## src/hdl/vcsp_pkg.sv

```systemverilog
// ----------------------------------------------------------------------------
// vcsp_pkg
// Types and constants shared by the voxel chunk stream parser modules.
// ----------------------------------------------------------------------------
`default_nettype none

package vcsp_pkg;

  // result kinds
  localparam logic [1:0] KIND_VOXEL   = 2'd0;
  localparam logic [1:0] KIND_EXTENTS = 2'd1;
  localparam logic [1:0] KIND_END     = 2'd2;
  localparam logic [1:0] KIND_BAD_HDR = 2'd3;

  // little-endian words as they assemble in the shift register
  localparam logic [31:0] MAGIC_VOX = 32'h2058_4F56;
  localparam logic [31:0] ID_MAIN   = 32'h4E49_414D;
  localparam logic [31:0] ID_SIZE   = 32'h455A_4953;
  localparam logic [31:0] ID_XYZI   = 32'h495A_5958;
  localparam logic [31:0] VERSION_A = 32'd200;
  localparam logic [31:0] VERSION_B = 32'd150;

  // front-to-back queue
  localparam int QDEPTH = 4;
  localparam int QPTR_W = $clog2(QDEPTH);
  localparam int QCNT_W = $clog2(QDEPTH + 1);

  typedef struct packed {
    logic [7:0] data_byte;
    logic       stream_end;
  } in_item_t;

  typedef struct packed {
    logic [1:0]  kind;
    logic [7:0]  coord_x;
    logic [7:0]  coord_y;
    logic [7:0]  coord_z;
    logic [7:0]  color_index;
    logic [31:0] extent_x;
    logic [31:0] extent_y;
    logic [31:0] extent_z;
    logic        run_end;
  } out_item_t;

  // work for the back end from one byte: an optional result, then an optional end
  typedef struct packed {
    logic      has_res;
    out_item_t res;
    logic      has_end;
  } entry_t;

endpackage

`default_nettype wire

```

## src/hdl/vox_chunk_stream_parser.sv

```systemverilog
// ----------------------------------------------------------------------------
// vox_chunk_stream_parser
// Byte-serial parser for a chunked voxel model stream.
// ----------------------------------------------------------------------------
//  channel   ports                          transaction
//  input     in_push / in_full / in_item    one file byte and its end flag
//  result    out_pop / out_empty / out_item voxel, extents, end or bad header
//
//  one byte is accepted per cycle unless in_full; the parser decides its results
//  in that cycle; results leave at one per cycle when popped, from a registered
//  output stage, so a byte with two results (its own and the end) shows both in
//  turn; a four-entry queue parts parser and output; in_full is high while it
//  is full; rst_n is synchronous; after it the parser waits for the header magic
// ----------------------------------------------------------------------------
`default_nettype none

module vox_chunk_stream_parser (
  input  wire logic                clk,
  input  wire logic                rst_n,
  input  wire logic                in_push,
  output logic                     in_full,
  input  wire vcsp_pkg::in_item_t  in_item,
  input  wire logic                out_pop,
  output logic                     out_empty,
  output vcsp_pkg::out_item_t      out_item
);

  logic             accept;
  logic             q_push, q_pop, q_full, q_empty;
  vcsp_pkg::entry_t q_in, q_head;

  assign in_full = q_full;
  assign accept  = in_push && !q_full;

  vcsp_front u_front (
    .clk     (clk),
    .rst_n   (rst_n),
    .accept  (accept),
    .in_item (in_item),
    .q_push  (q_push),
    .q_entry (q_in)
  );

  vcsp_queue u_queue (
    .clk        (clk),
    .rst_n      (rst_n),
    .push       (q_push),
    .push_entry (q_in),
    .pop        (q_pop),
    .full       (q_full),
    .empty      (q_empty),
    .head       (q_head)
  );

  vcsp_back u_back (
    .clk       (clk),
    .rst_n     (rst_n),
    .q_empty   (q_empty),
    .q_head    (q_head),
    .q_pop     (q_pop),
    .out_pop   (out_pop),
    .out_empty (out_empty),
    .out_item  (out_item)
  );

endmodule

`default_nettype wire

```

## src/hdl/vcsp_front.sv

```systemverilog
// ----------------------------------------------------------------------------
// vcsp_front
// Byte parser: header check, chunk framing, SIZE and XYZI decoding.
// ----------------------------------------------------------------------------
`default_nettype none

module vcsp_front (
  input  wire logic              clk,
  input  wire logic              rst_n,
  input  wire logic              accept,
  input  wire vcsp_pkg::in_item_t in_item,
  output logic                   q_push,
  output vcsp_pkg::entry_t       q_entry
);

  typedef enum logic [3:0] {
    PH_MAGIC, PH_VERSION, PH_ID, PH_LEN, PH_CHILD,
    PH_SIZE, PH_COUNT, PH_RECORD, PH_SKIP, PH_IGNORE
  } phase_t;

  phase_t      phase_r, phase_nxt;
  logic [1:0]  biw_r, biw_nxt;
  logic [31:0] word_r, word_nxt;
  logic [31:0] chunk_id_r, chunk_id_nxt;
  logic [31:0] content_len_r, content_len_nxt;
  logic [31:0] remain_r, remain_nxt;
  logic [23:0] record_r, record_nxt;
  logic [31:0] ext_x_r, ext_x_nxt;
  logic [31:0] ext_y_r, ext_y_nxt;
  logic        hdr_fail_r, hdr_fail_nxt;

  logic [7:0]  b;
  logic [31:0] word_sh;
  logic        word_done;
  logic [1:0]  biw_inc;
  logic        has_res;
  vcsp_pkg::out_item_t res;

  assign b         = in_item.data_byte;
  assign word_sh   = {b, word_r[31:8]};
  assign word_done = (biw_r == 2'd3);
  assign biw_inc   = biw_r + 2'd1;

  always_comb begin
    phase_nxt       = phase_r;
    biw_nxt         = biw_r;
    word_nxt        = word_r;
    chunk_id_nxt    = chunk_id_r;
    content_len_nxt = content_len_r;
    remain_nxt      = remain_r;
    record_nxt      = record_r;
    ext_x_nxt       = ext_x_r;
    ext_y_nxt       = ext_y_r;
    hdr_fail_nxt    = hdr_fail_r;
    has_res         = 1'b0;
    res             = '0;

    unique case (phase_r)
      PH_MAGIC: begin
        word_nxt = word_sh;
        biw_nxt  = biw_inc;
        if (word_done) begin
          hdr_fail_nxt = (word_sh != vcsp_pkg::MAGIC_VOX);
          phase_nxt    = PH_VERSION;
        end
      end
      PH_VERSION: begin
        word_nxt = word_sh;
        biw_nxt  = biw_inc;
        if (word_done) begin
          if (hdr_fail_r || (word_sh != vcsp_pkg::VERSION_A &&
                             word_sh != vcsp_pkg::VERSION_B)) begin
            has_res   = 1'b1;
            res.kind  = vcsp_pkg::KIND_BAD_HDR;
            phase_nxt = PH_IGNORE;
          end else begin
            phase_nxt = PH_ID;
          end
        end
      end
      PH_ID: begin
        word_nxt = word_sh;
        biw_nxt  = biw_inc;
        if (word_done) begin
          chunk_id_nxt = word_sh;
          phase_nxt    = PH_LEN;
        end
      end
      PH_LEN: begin
        word_nxt = word_sh;
        biw_nxt  = biw_inc;
        if (word_done) begin
          content_len_nxt = word_sh;
          phase_nxt       = PH_CHILD;
        end
      end
      PH_CHILD: begin
        word_nxt = word_sh;
        biw_nxt  = biw_inc;
        if (word_done) begin
          priority if (chunk_id_r == vcsp_pkg::ID_MAIN) begin
            phase_nxt = PH_ID;
          end else if (chunk_id_r == vcsp_pkg::ID_SIZE) begin
            remain_nxt = '0;
            phase_nxt  = PH_SIZE;
          end else if (chunk_id_r == vcsp_pkg::ID_XYZI) begin
            phase_nxt = PH_COUNT;
          end else if (content_len_r == '0) begin
            phase_nxt = PH_ID;
          end else begin
            remain_nxt = content_len_r;
            phase_nxt  = PH_SKIP;
          end
        end
      end
      PH_SIZE: begin
        word_nxt = word_sh;
        biw_nxt  = biw_inc;
        if (word_done) begin
          priority if (remain_r == 32'd0) begin
            ext_x_nxt  = word_sh;
            remain_nxt = 32'd1;
          end else if (remain_r == 32'd1) begin
            ext_y_nxt  = word_sh;
            remain_nxt = 32'd2;
          end else begin
            has_res      = 1'b1;
            res.kind     = vcsp_pkg::KIND_EXTENTS;
            res.extent_x = ext_x_r;
            res.extent_y = ext_y_r;
            res.extent_z = word_sh;
            remain_nxt   = '0;
            phase_nxt    = PH_ID;
          end
        end
      end
      PH_COUNT: begin
        word_nxt = word_sh;
        biw_nxt  = biw_inc;
        if (word_done) begin
          remain_nxt = word_sh;
          record_nxt = '0;
          phase_nxt  = (word_sh == '0) ? PH_ID : PH_RECORD;
        end
      end
      PH_RECORD: begin
        if (word_done) begin
          has_res         = 1'b1;
          res.kind        = vcsp_pkg::KIND_VOXEL;
          res.coord_x     = record_r[7:0];
          res.coord_y     = record_r[15:8];
          res.coord_z     = record_r[23:16];
          res.color_index = b;
          record_nxt      = '0;
          biw_nxt         = 2'd0;
          remain_nxt      = remain_r - 32'd1;
          if (remain_r == 32'd1) begin
            phase_nxt = PH_ID;
          end
        end else begin
          unique case (biw_r)
            2'd0:    record_nxt[7:0]   = b;
            2'd1:    record_nxt[15:8]  = b;
            default: record_nxt[23:16] = b;
          endcase
          biw_nxt = biw_inc;
        end
      end
      PH_SKIP: begin
        remain_nxt = remain_r - 32'd1;
        if (remain_r == 32'd1) begin
          phase_nxt = PH_ID;
          biw_nxt   = 2'd0;
        end
      end
      default: begin
      end
    endcase

    // short header: no result came from the switch in these phases
    if (in_item.stream_end && (phase_nxt == PH_MAGIC || phase_nxt == PH_VERSION)) begin
      has_res  = 1'b1;
      res      = '0;
      res.kind = vcsp_pkg::KIND_BAD_HDR;
    end

    if (in_item.stream_end) begin
      phase_nxt       = PH_MAGIC;
      biw_nxt         = '0;
      word_nxt        = '0;
      chunk_id_nxt    = '0;
      content_len_nxt = '0;
      remain_nxt      = '0;
      record_nxt      = '0;
      ext_x_nxt       = '0;
      ext_y_nxt       = '0;
      hdr_fail_nxt    = 1'b0;
    end
  end

  assign q_push          = accept && (has_res || in_item.stream_end);
  assign q_entry.has_res = has_res;
  assign q_entry.res     = res;
  assign q_entry.has_end = in_item.stream_end;

  always_ff @(posedge clk) begin
    if (!rst_n) begin
      phase_r       <= PH_MAGIC;
      biw_r         <= '0;
      word_r        <= '0;
      chunk_id_r    <= '0;
      content_len_r <= '0;
      remain_r      <= '0;
      record_r      <= '0;
      ext_x_r       <= '0;
      ext_y_r       <= '0;
      hdr_fail_r    <= 1'b0;
    end else if (accept) begin
      phase_r       <= phase_nxt;
      biw_r         <= biw_nxt;
      word_r        <= word_nxt;
      chunk_id_r    <= chunk_id_nxt;
      content_len_r <= content_len_nxt;
      remain_r      <= remain_nxt;
      record_r      <= record_nxt;
      ext_x_r       <= ext_x_nxt;
      ext_y_r       <= ext_y_nxt;
      hdr_fail_r    <= hdr_fail_nxt;
    end
  end

endmodule

`default_nettype wire

```

## src/hdl/vcsp_queue.sv

```systemverilog
// ----------------------------------------------------------------------------
// vcsp_queue
// Short register queue between the parser front and the result back end.
// ----------------------------------------------------------------------------
`default_nettype none

module vcsp_queue (
  input  wire logic             clk,
  input  wire logic             rst_n,
  input  wire logic             push,
  input  wire vcsp_pkg::entry_t push_entry,
  input  wire logic             pop,
  output logic                  full,
  output logic                  empty,
  output vcsp_pkg::entry_t      head
);

  vcsp_pkg::entry_t                slots_r [vcsp_pkg::QDEPTH];
  logic [vcsp_pkg::QPTR_W-1:0]     wr_ptr_r, rd_ptr_r;
  logic [vcsp_pkg::QCNT_W-1:0]     count_r;
  logic                            do_push, do_pop;

  assign full    = (count_r == vcsp_pkg::QCNT_W'(vcsp_pkg::QDEPTH));
  assign empty   = (count_r == '0);
  assign do_push = push && !full;
  assign do_pop  = pop && !empty;
  assign head    = slots_r[rd_ptr_r];

  always_ff @(posedge clk) begin
    if (do_push) begin
      slots_r[wr_ptr_r] <= push_entry;
    end
  end

  always_ff @(posedge clk) begin
    if (!rst_n) begin
      wr_ptr_r <= '0;
      rd_ptr_r <= '0;
      count_r  <= '0;
    end else begin
      if (do_push) wr_ptr_r <= wr_ptr_r + vcsp_pkg::QPTR_W'(1);
      if (do_pop)  rd_ptr_r <= rd_ptr_r + vcsp_pkg::QPTR_W'(1);
      unique case ({do_push, do_pop})
        2'b10:   count_r <= count_r + vcsp_pkg::QCNT_W'(1);
        2'b01:   count_r <= count_r - vcsp_pkg::QCNT_W'(1);
        default: count_r <= count_r;
      endcase
    end
  end

endmodule

`default_nettype wire

```

## src/hdl/vcsp_back.sv

```systemverilog
// ----------------------------------------------------------------------------
// vcsp_back
// Result back end: expands queued entries into result transactions.
// ----------------------------------------------------------------------------
`default_nettype none

module vcsp_back (
  input  wire logic             clk,
  input  wire logic             rst_n,
  input  wire logic             q_empty,
  input  wire vcsp_pkg::entry_t q_head,
  output logic                  q_pop,
  input  wire logic             out_pop,
  output logic                  out_empty,
  output vcsp_pkg::out_item_t   out_item
);

  vcsp_pkg::out_item_t out_r, out_nxt;
  vcsp_pkg::out_item_t end_item;
  logic                valid_r, valid_nxt;
  logic                pend_end_r, pend_end_nxt;
  logic                load;

  always_comb begin
    end_item         = '0;
    end_item.kind    = vcsp_pkg::KIND_END;
    end_item.run_end = 1'b1;
  end

  // slot is free when nothing is shown or the shown transaction leaves now
  assign load = !valid_r || out_pop;

  always_comb begin
    out_nxt      = out_r;
    valid_nxt    = valid_r;
    pend_end_nxt = pend_end_r;
    q_pop        = 1'b0;
    if (load) begin
      priority if (pend_end_r) begin
        out_nxt      = end_item;
        valid_nxt    = 1'b1;
        pend_end_nxt = 1'b0;
      end else if (!q_empty) begin
        q_pop     = 1'b1;
        valid_nxt = 1'b1;
        if (q_head.has_res) begin
          out_nxt         = q_head.res;
          out_nxt.run_end = !q_head.has_end;
          pend_end_nxt    = q_head.has_end;
        end else begin
          out_nxt = end_item;
        end
      end else begin
        valid_nxt = 1'b0;
      end
    end
  end

  always_ff @(posedge clk) begin
    out_r <= out_nxt;
  end

  always_ff @(posedge clk) begin
    if (!rst_n) begin
      valid_r    <= 1'b0;
      pend_end_r <= 1'b0;
    end else begin
      valid_r    <= valid_nxt;
      pend_end_r <= pend_end_nxt;
    end
  end

  assign out_empty = !valid_r;
  assign out_item  = out_r;

endmodule

`default_nettype wire

```

## config.mk

```make
export PLATFORM = sky130hd
export DESIGN_NAME = vox_chunk_stream_parser
export DESIGN_NICKNAME = d
export VERILOG_FILES = /design/src/hdl/vcsp_pkg.sv /design/src/hdl/vox_chunk_stream_parser.sv /design/src/hdl/vcsp_front.sv /design/src/hdl/vcsp_queue.sv /design/src/hdl/vcsp_back.sv
export SDC_FILE = /design/constraint.sdc
export NUM_CORES = 1
export LEC_CHECK = 0
export ABC_CLOCK_PERIOD_IN_PS = 8700
export BUFFER_PORTS_ARGS = -buffer_cell sky130_fd_sc_hd__buf_2
export CORE_MARGIN = 5
export CORE_UTILIZATION = 50
export CTS_CLUSTER_SIZE = 24
export DETAILED_ROUTE_END_ITERATION = 7
export PLACE_DENSITY = 0.72
export SKIP_CTS_REPAIR_TIMING = 1
export SYNTH_ARGS = -nofsm -noshare
export SYNTH_HDL_FRONTEND = slang
export SYNTH_SLANG_ARGS = --single-unit
```

## constraint.sdc

```tcl
create_clock -name clk -period 8.7 [get_ports clk]
set_input_delay 1.305 -clock clk [delete_from_list [all_inputs] [get_ports clk]]
set_output_delay 1.305 -clock clk [all_outputs]
set_load 0.02 [all_outputs]
```

==> results of run 1 <==
[per-layer routing]
layer / vias up / GRT usage / routed length, um
met5: - / 0 / 7
met4: 2 / 0.06895 / 2295
met3: 145 / 0.03096 / 5582
met2: 826 / 0.3614 / 40820
met1: 10541 / 0.3042 / 33890
li1: 9244 / - / -
[flip-flops by register name (all words and copies together) (netlist names), named ones only]
signal / flops
u_front.ext_x_r: 32
u_front.biw_r: 2
u_back.pend_end_r: 1
u_front.remain_r: 32
u_back.out_item: 131
u_queue.rd_ptr_r: 2
u_queue.count_r: 3
u_queue.slots_r: 528
u_front.ext_y_r: 32
u_front.chunk_id_r: 32
u_front.word_r: 24
u_back.valid_r: 1
u_front.phase_r: 4
u_front.record_r: 24
u_front.hdr_fail_r: 1
u_queue.wr_ptr_r: 2
u_front.content_len_r: 32
[per-stage QoR]
stage	hold WS, ps	std cells
after floorplan	431.4	2413
after global placement	437.9	3383
after detailed placement	443.8	3383
after CTS	452.1	3546
after global routing	474.7	3546
final	451.7	3546
[how the worst max path moves through the flow]
stage,slack [ps],end
2_1_floorplan,1240,u_back.out_item[0]
3_3_place_gp,4110,u_queue.count_r[2]
3_5_place_dp,4130,u_queue.count_r[2]
4_1_cts,4290,u_queue.slots_r[3][106]
5_1_grt,4050,u_queue.slots_r[3][107]
6_report,4310,u_queue.slots_r[3][64]
[layout make-up]
| class | count | share of cell area |
|---|---|---|
| Sequential cell | 885 | 0.6139 |
| Multi-Input combinational cell | 1362 | 0.2564 |
| Clock buffer | 112 | 0.06019 |
| Tap cell | 940 | 0.02969 |
| Timing Repair Buffer | 177 | 0.02438 |
| Clock inverter | 51 | 0.01358 |
| Inverter | 19 | 0.001863 |
[synthesized netlist by cell type, drive strengths merged, types with 6 or more instances]
library cell | number | area share
a21oi | 133 | 0.019
a221oi | 12 | 0.0030
a222oi | 13 | 0.0037
a31oi | 6 | 0.0011
and2 | 138 | 0.025
buf | 22 | 0.0035
clkbuf | 125 | 0.013
dfxtp | 226 | 0.13
edfxtp | 659 | 0.56
ha | 11 | 0.0039
inv | 18 | 0.0019
mux2i | 49 | 0.014
mux4 | 132 | 0.085
nand2 | 265 | 0.028
nand2b | 10 | 0.0018
nand3 | 45 | 0.0064
nand3b | 6 | 0.0013
nand4 | 12 | 0.0021
nor2 | 109 | 0.012
nor2b | 169 | 0.030
nor3 | 23 | 0.0033
nor3b | 6 | 0.0013
nor4 | 33 | 0.0069
nor4b | 6 | 0.0020
o21ai | 80 | 0.013
or3 | 12 | 0.0021
xnor2 | 7 | 0.0017
xor2 | 11 | 0.0027
[worst max-delay path, delay by kind of cell (launching register included)]
family / cells / cell delay (ps)
flops: 1 / 790
buf+inv: 1 / 740
simple gates: 4 / 1560
compound gates: 2 / 790
[report_power, final]
| part | internal (mW) | leakage, nW | switching [mW] | total, mW |
|---|---|---|---|---|
| clock | 2.22 | 1.44 | 1.59 | 3.82 |
| combinational | 0.762 | 3.72 | 1.36 | 2.12 |
| sequential | 5.12 | 8.58 | 0.174 | 5.29 |
[cell families (layout without fill, tap and decap cells)]
group	after synthesis	count (layout)	share of synthesized area
flip-flops	885	885	0.6933
AND/OR/NAND/NOR	857	857	0.1278
AO/OA/AOI/OAI	294	294	0.05223
multiplexers	181	181	0.09875
buffers and inverters	166	359	0.01891
XOR/XNOR	18	18	0.004495
adder cells (fa/ha/maj)	12	12	0.004495
==> run_summary.xml, run 1 <==
<?xml version="1.0" encoding="UTF-8"?>
<metrics>
  <group name="pwr">
    <metric name="power.total" unit="mW">11.23</metric>
    <metric name="power_per_cell_area" unit="nW/um2">283.5</metric>
    <metric name="power_leakage" unit="nW">13.75</metric>
    <metric name="irDropWorstVdd" unit="mV">0.1701</metric>
  </group>
  <group name="synthesis">
    <metric name="avgSynthCellArea" unit="um2">14.53</metric>
    <metric name="yosys_register_bits" unit="">885</metric>
    <metric name="synth.net_count" unit="">2438</metric>
    <metric name="post_synth_inst_count" unit="">2413</metric>
    <metric name="ys.flop_type" unit="">sky130_fd_sc_hd__edfxtp_1</metric>
    <metric name="synth_enable_flop_cells" unit="">659</metric>
    <metric name="seq_area_frac_synth" unit="">0.6933</metric>
    <metric name="synth-warning-count" unit="">0</metric>
    <metric name="synth_cell_types" unit="">77</metric>
    <metric name="synth_area" unit="um2">35070</metric>
    <metric name="asyncSetResetFlopFracSynth" unit="">0</metric>
  </group>
  <group name="sta">
    <metric name="final.setup.tns" unit="ps">0</metric>
    <metric name="hold_viol" unit="">0</metric>
    <metric name="max_slew_margin" unit="">0.08986</metric>
    <metric name="finalCritPeriodShare" unit="">0.5050</metric>
    <metric name="number_of_setup_violations_in_the_final_report" unit="">0</metric>
    <metric name="final.setup.worst_slack" unit="ps">4307</metric>
    <metric name="period_needed" unit="ps">4393</metric>
    <metric name="maxSlewViolCount" unit="">0</metric>
    <metric name="clock_skew" unit="ps">37.29</metric>
    <metric name="max_freq" unit="MHz">227.6</metric>
    <metric name="tightestPinTransition" unit="ps">1362</metric>
    <metric name="grt_setup_unrepaired" unit="">false</metric>
  </group>
  <group name="cells_and_area">
    <metric name="layout_common_cells" unit="">sky130_fd_sc_hd__edfxtp_1, sky130_fd_sc_hd__nand2_1, sky130_fd_sc_hd__dfxtp_1, sky130_fd_sc_hd__nor2b_1, sky130_fd_sc_hd__buf_2</metric>
    <metric name="layout.cells.most_common" unit="">sky130_fd_sc_hd__edfxtp_1</metric>
    <metric name="finish.net_count" unit="">2557</metric>
    <metric name="diodes" unit="">0</metric>
    <metric name="final_util" unit="">0.5677</metric>
    <metric name="multi_input_area" unit="um2">10160</metric>
    <metric name="finish.instance_area" unit="um2">39620</metric>
    <metric name="flip_flop_and_latch_area" unit="um2">24320</metric>
    <metric name="synthToLayoutAreaGrowth" unit="%">12.97</metric>
    <metric name="nFillCells" unit="">5349</metric>
    <metric name="drive_gt1_frac" unit="">0.1880</metric>
  </group>
  <group name="die">
    <metric name="floorplan.core_area" unit="um2">69790</metric>
    <metric name="dieWidth" unit="um">274.8</metric>
    <metric name="die_area" unit="um2">75540</metric>
    <metric name="ioPinCount" unit="">146</metric>
    <metric name="die-height" unit="um">274.8</metric>
    <metric name="core.rowCount" unit="">97</metric>
    <metric name="floorplan.initialDensity" unit="">0.5025</metric>
  </group>
  <group name="clock_network">
    <metric name="cts_tree" unit="">done</metric>
    <metric name="cts-htree-levels" unit="">3</metric>
    <metric name="numClockSinks" unit="">885</metric>
    <metric name="ctsLongestPathBuffers" unit="">3</metric>
    <metric name="clk_pin_slew_worst_paths" unit="ps">70</metric>
    <metric name="cts-root-buf" unit="">sky130_fd_sc_hd__clkbuf_16</metric>
    <metric name="clk_latency" unit="ps">650</metric>
    <metric name="cts_buffers" unit="">87</metric>
  </group>
  <group name="placed_design">
    <metric name="detailed_place_hpwl" unit="um">51680</metric>
    <metric name="io_buffer_count" unit="">145</metric>
    <metric name="dp_worst_setup_slack" unit="ps">4129</metric>
    <metric name="gp_congestion" unit="">0.8974</metric>
    <metric name="placed_area" unit="um2">36700</metric>
  </group>
  <group name="detailed_routing">
    <metric name="drt-vias-per-instance" unit="">5.854</metric>
    <metric name="wl_per_cell" unit="um">23.29</metric>
    <metric name="finalWirelength" unit="um">82600</metric>
    <metric name="first_iter_violations" unit="">2133</metric>
    <metric name="drc_errors" unit="">0</metric>
    <metric name="drt-pass1-iter-count" unit="">6</metric>
    <metric name="num_vias" unit="">20758</metric>
    <metric name="ant_nets" unit="">0</metric>
  </group>
  <group name="critical_path">
    <metric name="setup.worst_path.end_class" unit="">register</metric>
    <metric name="setup.worst_path.start" unit="">u_front.phase_r[0]</metric>
    <metric name="cpMaxStageDelayCell" unit="">sky130_fd_sc_hd__dfxtp_1</metric>
    <metric name="setup.reg_to_reg.worst_slack" unit="ps">4310</metric>
    <metric name="worstPathMaxFanout" unit="">56</metric>
    <metric name="critical_path.startpoint_type" unit="">register</metric>
    <metric name="worst_ep_arrival_time" unit="ps">4640</metric>
    <metric name="critical_path.cell_chain" unit="">nor2b_1 -&gt; and2_1 -&gt; nand2_1 -&gt; o22ai_1 -&gt; o31a_1 -&gt; and2_4 -&gt; buf_4</metric>
    <metric name="critPathMaxStageDelay" unit="ps">790</metric>
    <metric name="r2r.worst_path.cells" unit="">7</metric>
    <metric name="criticalPathCategory" unit="">register to register</metric>
    <metric name="critPathRequiredTime" unit="ps">8950</metric>
    <metric name="launching_point_of_the_worst_reg2reg_path" unit="">u_front.phase_r[0]</metric>
    <metric name="critical_path.reg2reg.endpoint" unit="">u_queue.slots_r[3][64]</metric>
  </group>
  <group name="min_path">
    <metric name="min_to" unit="">u_front.ext_x_r[26]</metric>
    <metric name="hold_path.class" unit="">register to register</metric>
    <metric name="min_path_cells" unit="">2</metric>
    <metric name="hp-start" unit="">u_front.ext_x_r[26]</metric>
  </group>
  <group name="outcome">
    <metric name="outcome" unit="">complete, no violations</metric>
  </group>
  <group name="global_routing">
    <metric name="first_pass_grt_wire_length" unit="um">126800</metric>
    <metric name="globalRouteTotalUtil" unit="">0.2185</metric>
    <metric name="largest_net_degree_at_the_start_of_global_routing" unit="">97</metric>
    <metric name="antenna_found_initial" unit="">1</metric>
    <metric name="number_of_global_route_vias_before_repair" unit="">20507</metric>
    <metric name="grt_remaining_overflow" unit="">0</metric>
  </group>
  <group name="job">
    <metric name="max_cap_violations" unit="">0</metric>
  </group>
</metrics>
Note: power is estimated with default switching activity, not from simulation.
==> inputs of run 2 (changes only) <==
--- a/config.mk
+++ b/config.mk
@@ -5,7 +5,7 @@
 export SDC_FILE = /design/constraint.sdc
 export NUM_CORES = 1
 export LEC_CHECK = 0
-export ABC_CLOCK_PERIOD_IN_PS = 8700
+export ABC_CLOCK_PERIOD_IN_PS = 4200
 export BUFFER_PORTS_ARGS = -buffer_cell sky130_fd_sc_hd__buf_2
 export CORE_MARGIN = 5
 export CORE_UTILIZATION = 50
==> constraint.sdc (replaced) <==
create_clock -name clk -period 4.2 [get_ports clk]
set_input_delay 0.63 -clock clk [delete_from_list [all_inputs] [get_ports clk]]
set_output_delay 0.63 -clock clk [all_outputs]
set_load 0.02 [all_outputs]
==> run_summary.xml, run 2 (synthesis gave the netlist of run 1 again) <==
<?xml version="1.0" encoding="UTF-8"?>
<metrics>
  <group name="detailed_routing">
    <metric name="drt-vias-per-instance" unit="">5.820</metric>
    <metric name="ant_nets" unit="">0</metric>
    <metric name="first_iter_violations" unit="">2275</metric>
    <metric name="wl_per_cell" unit="um">23.42</metric>
    <metric name="drc_errors" unit="">0</metric>
    <metric name="num_vias" unit="">20808</metric>
    <metric name="drt-pass1-iter-count" unit="">6</metric>
    <metric name="finalWirelength" unit="um">83740</metric>
  </group>
  <group name="critical_path">
    <metric name="worstPathMaxFanout" unit="">8</metric>
    <metric name="worst_ep_arrival_time" unit="ps">4300</metric>
    <metric name="critical_path.startpoint_type" unit="">register</metric>
    <metric name="critPathRequiredTime" unit="ps">4740</metric>
    <metric name="criticalPathCategory" unit="">register to register</metric>
    <metric name="setup.worst_path.end_class" unit="">register</metric>
  </group>
  <group name="sta">
    <metric name="clock_skew" unit="ps">28.51</metric>
    <metric name="final.setup.worst_slack" unit="ps">439.2</metric>
    <metric name="finalCritPeriodShare" unit="">0.8954</metric>
    <metric name="period_needed" unit="ps">3761</metric>
    <metric name="grt_setup_unrepaired" unit="">false</metric>
    <metric name="maxSlewViolCount" unit="">0</metric>
    <metric name="final.setup.tns" unit="ps">0</metric>
    <metric name="number_of_setup_violations_in_the_final_report" unit="">0</metric>
    <metric name="max_slew_margin" unit="">0.08811</metric>
    <metric name="hold_viol" unit="">0</metric>
    <metric name="tightestPinTransition" unit="ps">1365</metric>
    <metric name="max_freq" unit="MHz">265.9</metric>
  </group>
  <group name="placed_design">
    <metric name="gp_congestion" unit="">0.9090</metric>
    <metric name="io_buffer_count" unit="">145</metric>
    <metric name="dp_worst_setup_slack" unit="ps">348.7</metric>
    <metric name="numPlacedInstances" unit="">3412</metric>
    <metric name="detailed_place_hpwl" unit="um">53560</metric>
    <metric name="placed_area" unit="um2">37130</metric>
  </group>
  <group name="die">
    <metric name="ioPinCount" unit="">146</metric>
    <metric name="dieWidth" unit="um">274.8</metric>
    <metric name="core.rowCount" unit="">97</metric>
    <metric name="die_area" unit="um2">75540</metric>
    <metric name="die-height" unit="um">274.8</metric>
    <metric name="floorplan.core_area" unit="um2">69790</metric>
    <metric name="floorplan.initialDensity" unit="">0.5025</metric>
  </group>
  <group name="cells_and_area">
    <metric name="top_register_by_number_of_flip_flops" unit="">u_queue.slots_r</metric>
    <metric name="diodes" unit="">0</metric>
    <metric name="largest_register_ffs" unit="">528</metric>
    <metric name="nFillCells" unit="">5230</metric>
    <metric name="finish.net_count" unit="">2587</metric>
    <metric name="drive_gt1_frac" unit="">0.1966</metric>
    <metric name="multi_input_area" unit="um2">10150</metric>
    <metric name="synthToLayoutAreaGrowth" unit="%">14.33</metric>
    <metric name="flip_flop_and_latch_area" unit="um2">24320</metric>
    <metric name="layout.cells.most_common" unit="">sky130_fd_sc_hd__edfxtp_1</metric>
    <metric name="finish.instance_area" unit="um2">40100</metric>
    <metric name="non_filler_cells_in_the_finished_layout" unit="">3575</metric>
    <metric name="layout_common_cells" unit="">sky130_fd_sc_hd__edfxtp_1, sky130_fd_sc_hd__nand2_1, sky130_fd_sc_hd__dfxtp_1, sky130_fd_sc_hd__nor2b_1, sky130_fd_sc_hd__buf_2</metric>
  </group>
  <group name="pwr">
    <metric name="power_per_cell_area" unit="nW/um2">586.0</metric>
    <metric name="power_leakage" unit="nW">13.95</metric>
    <metric name="power.total" unit="mW">23.50</metric>
    <metric name="irDropWorstVdd" unit="mV">0.3646</metric>
  </group>
  <group name="global_routing">
    <metric name="first_pass_grt_wire_length" unit="um">127200</metric>
    <metric name="globalRouteTotalUtil" unit="">0.2205</metric>
    <metric name="grt_remaining_overflow" unit="">0</metric>
    <metric name="largest_net_degree_at_the_start_of_global_routing" unit="">74</metric>
    <metric name="antenna_found_initial" unit="">1</metric>
    <metric name="number_of_global_route_vias_before_repair" unit="">20842</metric>
  </group>
  <group name="outcome">
    <metric name="outcome" unit="">complete, no violations</metric>
  </group>
  <group name="clock_network">
    <metric name="cts_buffers" unit="">88</metric>
    <metric name="cts-root-buf" unit="">sky130_fd_sc_hd__clkbuf_16</metric>
    <metric name="cts-htree-levels" unit="">3</metric>
    <metric name="cts_tree" unit="">done</metric>
    <metric name="numClockSinks" unit="">885</metric>
    <metric name="ctsLongestPathBuffers" unit="">3</metric>
    <metric name="clk_pin_slew_worst_paths" unit="ps">60</metric>
    <metric name="clk_latency" unit="ps">640</metric>
  </group>
  <group name="job">
    <metric name="max_cap_violations" unit="">0</metric>
  </group>
  <group name="min_path">
    <metric name="hold_path.class" unit="">input port to register</metric>
  </group>
</metrics>
run 2: metal layers:
layer  routed length (um)  global-route usage
met5                    0                   0
met1                34640              0.3076
met2                40600              0.3585
met3                 5885             0.03497
met4                 2617             0.07529
run 2: metrics by stage:
step	util	hold WS, ps
global route	0.5746	289.8
global placement	0.5321	437.3
CTS	0.5746	252.3
floorplan	-	431.4
finish	0.5746	283.5
detailed placement	0.5321	446.9
run 2: worst paths after layout:
path / start / to / slack, ps / cells after the start
max: u_front.remain_r[8] / u_queue.count_r[2] / 440 / 12
min: out_pop / u_back.valid_r / 280 / 3
max reg2reg: u_front.remain_r[8] / u_queue.count_r[2] / 440 / 12
min reg2reg: u_front.ext_x_r[1] / u_front.ext_x_r[1] / 450 / 2
run 2: area by class of cell:
cell class,instances,area share
timing repair buffer,206,0.03514
tap,940,0.02933
clock buffer,116,0.06116
inverter,19,0.001841
sequential,885,0.6066
multi-input combinational,1362,0.2532
clock inverter,47,0.01276
run 2: power breakdown:
group	leakage (nW)	internal, mW	switching, mW
Sequential	8.58	10.6	0.285
Combinational	3.93	1.71	2.94
Clock	1.44	4.73	3.25
Total	14.0	17.0	6.47
run 2: critical path: stages (launching register included):
cell and delay (ps):
sky130_fd_sc_hd__dfxtp_1 370, sky130_fd_sc_hd__nor4_2 470, sky130_fd_sc_hd__nand4_1 370, sky130_fd_sc_hd__nor4_2 470
sky130_fd_sc_hd__o22ai_1 190, sky130_fd_sc_hd__o31a_1 430, sky130_fd_sc_hd__inv_1 90, sky130_fd_sc_hd__ha_1 190
sky130_fd_sc_hd__inv_1 80, sky130_fd_sc_hd__fa_1 390, sky130_fd_sc_hd__xor2_1 160, sky130_fd_sc_hd__or3_1 300
sky130_fd_sc_hd__a21oi_1 150
